<file path="src/hdl/hce_ram.sv">
// ----------------------------------------------------------------------------
// hce_ram: generic single-write, single-read RAM
// One write port and one read port, read data registered.
// ----------------------------------------------------------------------------
module hce_ram #(
    parameter int WIDTH = 8,
    parameter int DEPTH = 16
) (
    input  logic                     clk,
    input  logic                     wr_en,
    input  logic [$clog2(DEPTH)-1:0] wr_addr,
    input  logic [WIDTH-1:0]         wr_data,
    input  logic                     rd_en,
    input  logic [$clog2(DEPTH)-1:0] rd_addr,
    output logic [WIDTH-1:0]         rd_data
);

    logic [WIDTH-1:0] mem [DEPTH];
    logic [WIDTH-1:0] rd_data_reg;

    always_ff @(posedge clk)
    begin
        if (wr_en)
        begin
            mem[wr_addr] <= wr_data;
        end
        if (rd_en)
        begin
            rd_data_reg <= mem[rd_addr];
        end
    end

    assign rd_data = rd_data_reg;

endmodule

</file>
<file path="config.mk">
export PLATFORM = sky130hd
export DESIGN_NAME = hce_ram
export DESIGN_NICKNAME = d
export VERILOG_FILES = /design/src/hdl/hce_ram.sv
export SDC_FILE = /design/constraint.sdc
export NUM_CORES = 1
export LEC_CHECK = 0
export BUFFER_PORTS_ARGS = -buffer_cell sky130_fd_sc_hd__buf_2
export CAP_MARGIN = 40
export CELL_PAD_IN_SITES_DETAIL_PLACEMENT = 0
export CELL_PAD_IN_SITES_GLOBAL_PLACEMENT = 2
export CORE_ASPECT_RATIO = 0.8
export CORE_MARGIN = 1.5
export CORE_UTILIZATION = 35
export CTS_CLUSTER_DIAMETER = 120
export CTS_CLUSTER_SIZE = 16
export DETAILED_ROUTE_END_ITERATION = 6
export GPL_TIMING_DRIVEN = 0
export MAX_ROUTING_LAYER = met4
export PLACE_DENSITY = 0.58
export SETUP_SLACK_MARGIN = 0.05
export SLEW_MARGIN = 20
export SYNTH_ARGS = -nofsm -noshare
export SYNTH_HDL_FRONTEND = slang
export SYNTH_SLANG_ARGS = --single-unit
</file>
<file path="constraint.sdc">
create_clock -name clk -period 5.2 [get_ports clk]
set_input_delay 0.78 -clock clk [delete_from_list [all_inputs] [get_ports clk]]
set_output_delay 0.78 -clock clk [all_outputs]
set_load 0.01 [all_outputs]
</file>
==> summary.txt <==
Final layout
  – Most frequent cells in the layout: 136 x edfxtp_1, 28 x buf_2, 18 x mux4_2
  – Share of cells above drive strength 1: ~33%
  – Footprint of the multi-input gates: 0.00108 mm^2
  – ANT cells: 0
  – Filler Cells Inserted: roughly 1.3k
  – Register area: approximately 0.0041 mm^2
  – Area growth syn-to-layout: 20.3%
  – Fin nets: 302
  – Most common cell after layout, fill and taps aside: edfxtp_1
  – Largest register FFs: 128
  – Final Util: between 40% and 50%

Worst hold path
  – Hold Path Class: in -> reg
  – Worst Hold Depth: 1
  – Hold_sp: rd_en
  – Hold EP: rd_data[2]

Synthesis
  – Post-Synthesis Cell Area: approximately 0.0052 mm^2
  – Register area share after synthesis: 78.1%
  – Mean Syn Cell Area: 22.8 um^2
  – Library cells used by synthesis: 18
  – Yosys reg bits: roughly 140
  – Mapped Cells: ~230
  – Ys Warns: 0
  – Post-Syn Nets: around 250

Global routing
  – Largest net degree at the start of global routing: 17
  – GR Overflow Total: 0
  – Vias in the first global route: around 2.5k
  – First-pass GRT wire length: 16.6 mm
  – Total GRT Usage: 15.9%
  – Initial antenna violation count: 0

Critical path
  – CP Launch Type: primary input
  – Reg2reg end: rd_data[0]
  – Arr. time, crit path: 2.10 ns
  – Critical R2R Launch: mem[6][0]
  – Critical Path Start: rd_addr[0]
  – CP required: between 5 and 6 ns
  – Crit-path max FO: 10
  – Endpoint class of the critical path: flip-flop
  – Reg2Reg Setup Slack: around 3.6 ns
  – R2r worst-path depth: 3
  – WS Path Type: in -> reg

Placement
  – Final GP Congestion: roughly 0.7
  – IO buf count: 25
  – Post-detail-place hpwl: 7.21 mm

Floorplanning
  – Rows: 39
  – Horiz. Die Dim: 140 um
  – Die span in y: 112 um
  – Ports: 27
  – Die ar.: 0.0157 mm^2
  – Core area: between 0.01 and 0.015 mm^2
  – Initial Utilization: between 30% and 40%

Flow run
  – Max Cap Violations: 0

STA
  – RSZ-0062 raised after global routing: false
  – Worst clock skew: between 0.007 and 0.008 ns
  – Rel. slew slack: 46.7%
  – Final critical-path share of the clock period: 37.7%
  – Worst slew pin tran: 0.796 ns
  – Tmin final: 1.96 ns
  – Fmax achieved: 511 MHz
  – Final Hold Fails: 0
  – TNS Setup: 0 ns
  – Max-slew violations: 0
  – Final setup fails: 0

Clock network
  – CTS H-tree depth: 4
  – CTS tree: done
  – CTS root buf: clkbuf_16
  – Hold Buf Count CTS: 0
  – Post-CTS sizing: 0
  – CTS Sinks: approximately 140
  – Clock latency on the worst-skew pair: ~0.41 ns
  – CTS clk-pin slew, worst paths: 0.06 ns
  – Setup bufs post-CTS: 0
  – Clk buf depth: 2
  – CTS buffer count: 17

Power
  – Leak pwr: roughly 0.0021 uW
  – Pwr dens: 414 mW/mm^2
  – Worst vdd ir: 0.000252 V

Run status
  – Violated checks: design-rule violations
  – Status: finished, violations left

Drt
  – Final WL: 11.2 mm
  – Drt first pass iters: 7
  – Drt wl/cell: ~23 um
  – Routed via count: 2417
  – Drc violations: 4
  – Post-route ant nets: 0
  – Post-DR vias/cell: 5.04
  – DRT iter0 DRCs: 260
[cell families after synthesis]
kind of cell / share of synthesized area, %
and+or+nand+nor: 3.14
buffers and inverters: 1.65
AOI/OAI and AO/OA: 2.30
DFF: 78.1
muxes: 14.8
[metrics by stage]
step                setup WS [ns]  std cells  total power, uW  hold WS [ns]  instance area (um^2)
floorplan                    2.93        229             1330         0.705                  5230
global placement             2.20        438             1390         0.748                  5580
detailed placement           2.81        444             1390         0.749                  5650
CTS                          3.25        476             2630         0.713                  6260
global route                 3.18        480             2700         0.706                  6290
finish                       3.24        480             2600         0.729                  6290
[Yosys cell counts]
| library cell | instances | area, um^2 |
|---|---|---|
| mux4_1 | 14 | 368 |
| nand3_1 | 1 | 5.00 |
| or3b_2 | 1 | 8.76 |
| edfxtp_1 | 136 | 4080 |
| nor2_1 | 13 | 48.8 |
| nand2_1 | 9 | 33.8 |
| nand2b_1 | 2 | 12.5 |
| and2b_1 | 1 | 7.51 |
| buf_2 | 3 | 15.0 |
| and2_1 | 1 | 6.26 |
| buf_4 | 1 | 7.51 |
| a22oi_1 | 16 | 120 |
| nor2b_1 | 1 | 6.26 |
| buf_6 | 3 | 33.8 |
| nor3_1 | 4 | 20.0 |
| nand3b_1 | 2 | 15.0 |
| clkdlybuf4s25_2 | 3 | 30.0 |
| mux4_2 | 18 | 405 |
[routing by layer]
layer / share of wire [%] / vias to the layer above / global-route usage [%] / wire length (um)
li1: - / 1089 / - / -
met1: 53 / 1278 / 23.6 / 5950
met2: 43 / 40 / 21.0 / 4780
met3: 3.1 / 10 / 4.35 / 348
met4: 0.92 / 0 / 5.26 / 103
met5: 0 / - / - / 0
[power by group]
group | internal [uW] | switching [uW]
sequential | 1240 | 5.06
clock | 799 | 441
combinational | 49.3 | 75.1
[how the worst max path moves through the flow]
stage	cells past startpoint	end	slack (ns)
floorplan	2	mem[0][0]	2.93
global placement	3	mem[0][1]	2.20
detailed placement	5	rd_data[0]	2.81
CTS	5	rd_data[0]	3.25
global route	5	rd_data[0]	3.18
finish	5	rd_data[0]	3.24
[final cells by class]
cell class              count  area share, %
plain buffers              10           1.37
clock buffers              19           6.88
clock inverters            13           2.84
multi-input cells          83           17.1
flip-flops and latches    136           64.9
well taps                 184           3.66
repair buffers             35           3.18
[critical path: stages]
cell and delay (ns):
buf_6 0.10, buf_6 0.18, mux4_1 0.64, a22oi_1 0.27, nand2_1 0.13
Note: power is estimated with default switching activity, not from simulation.
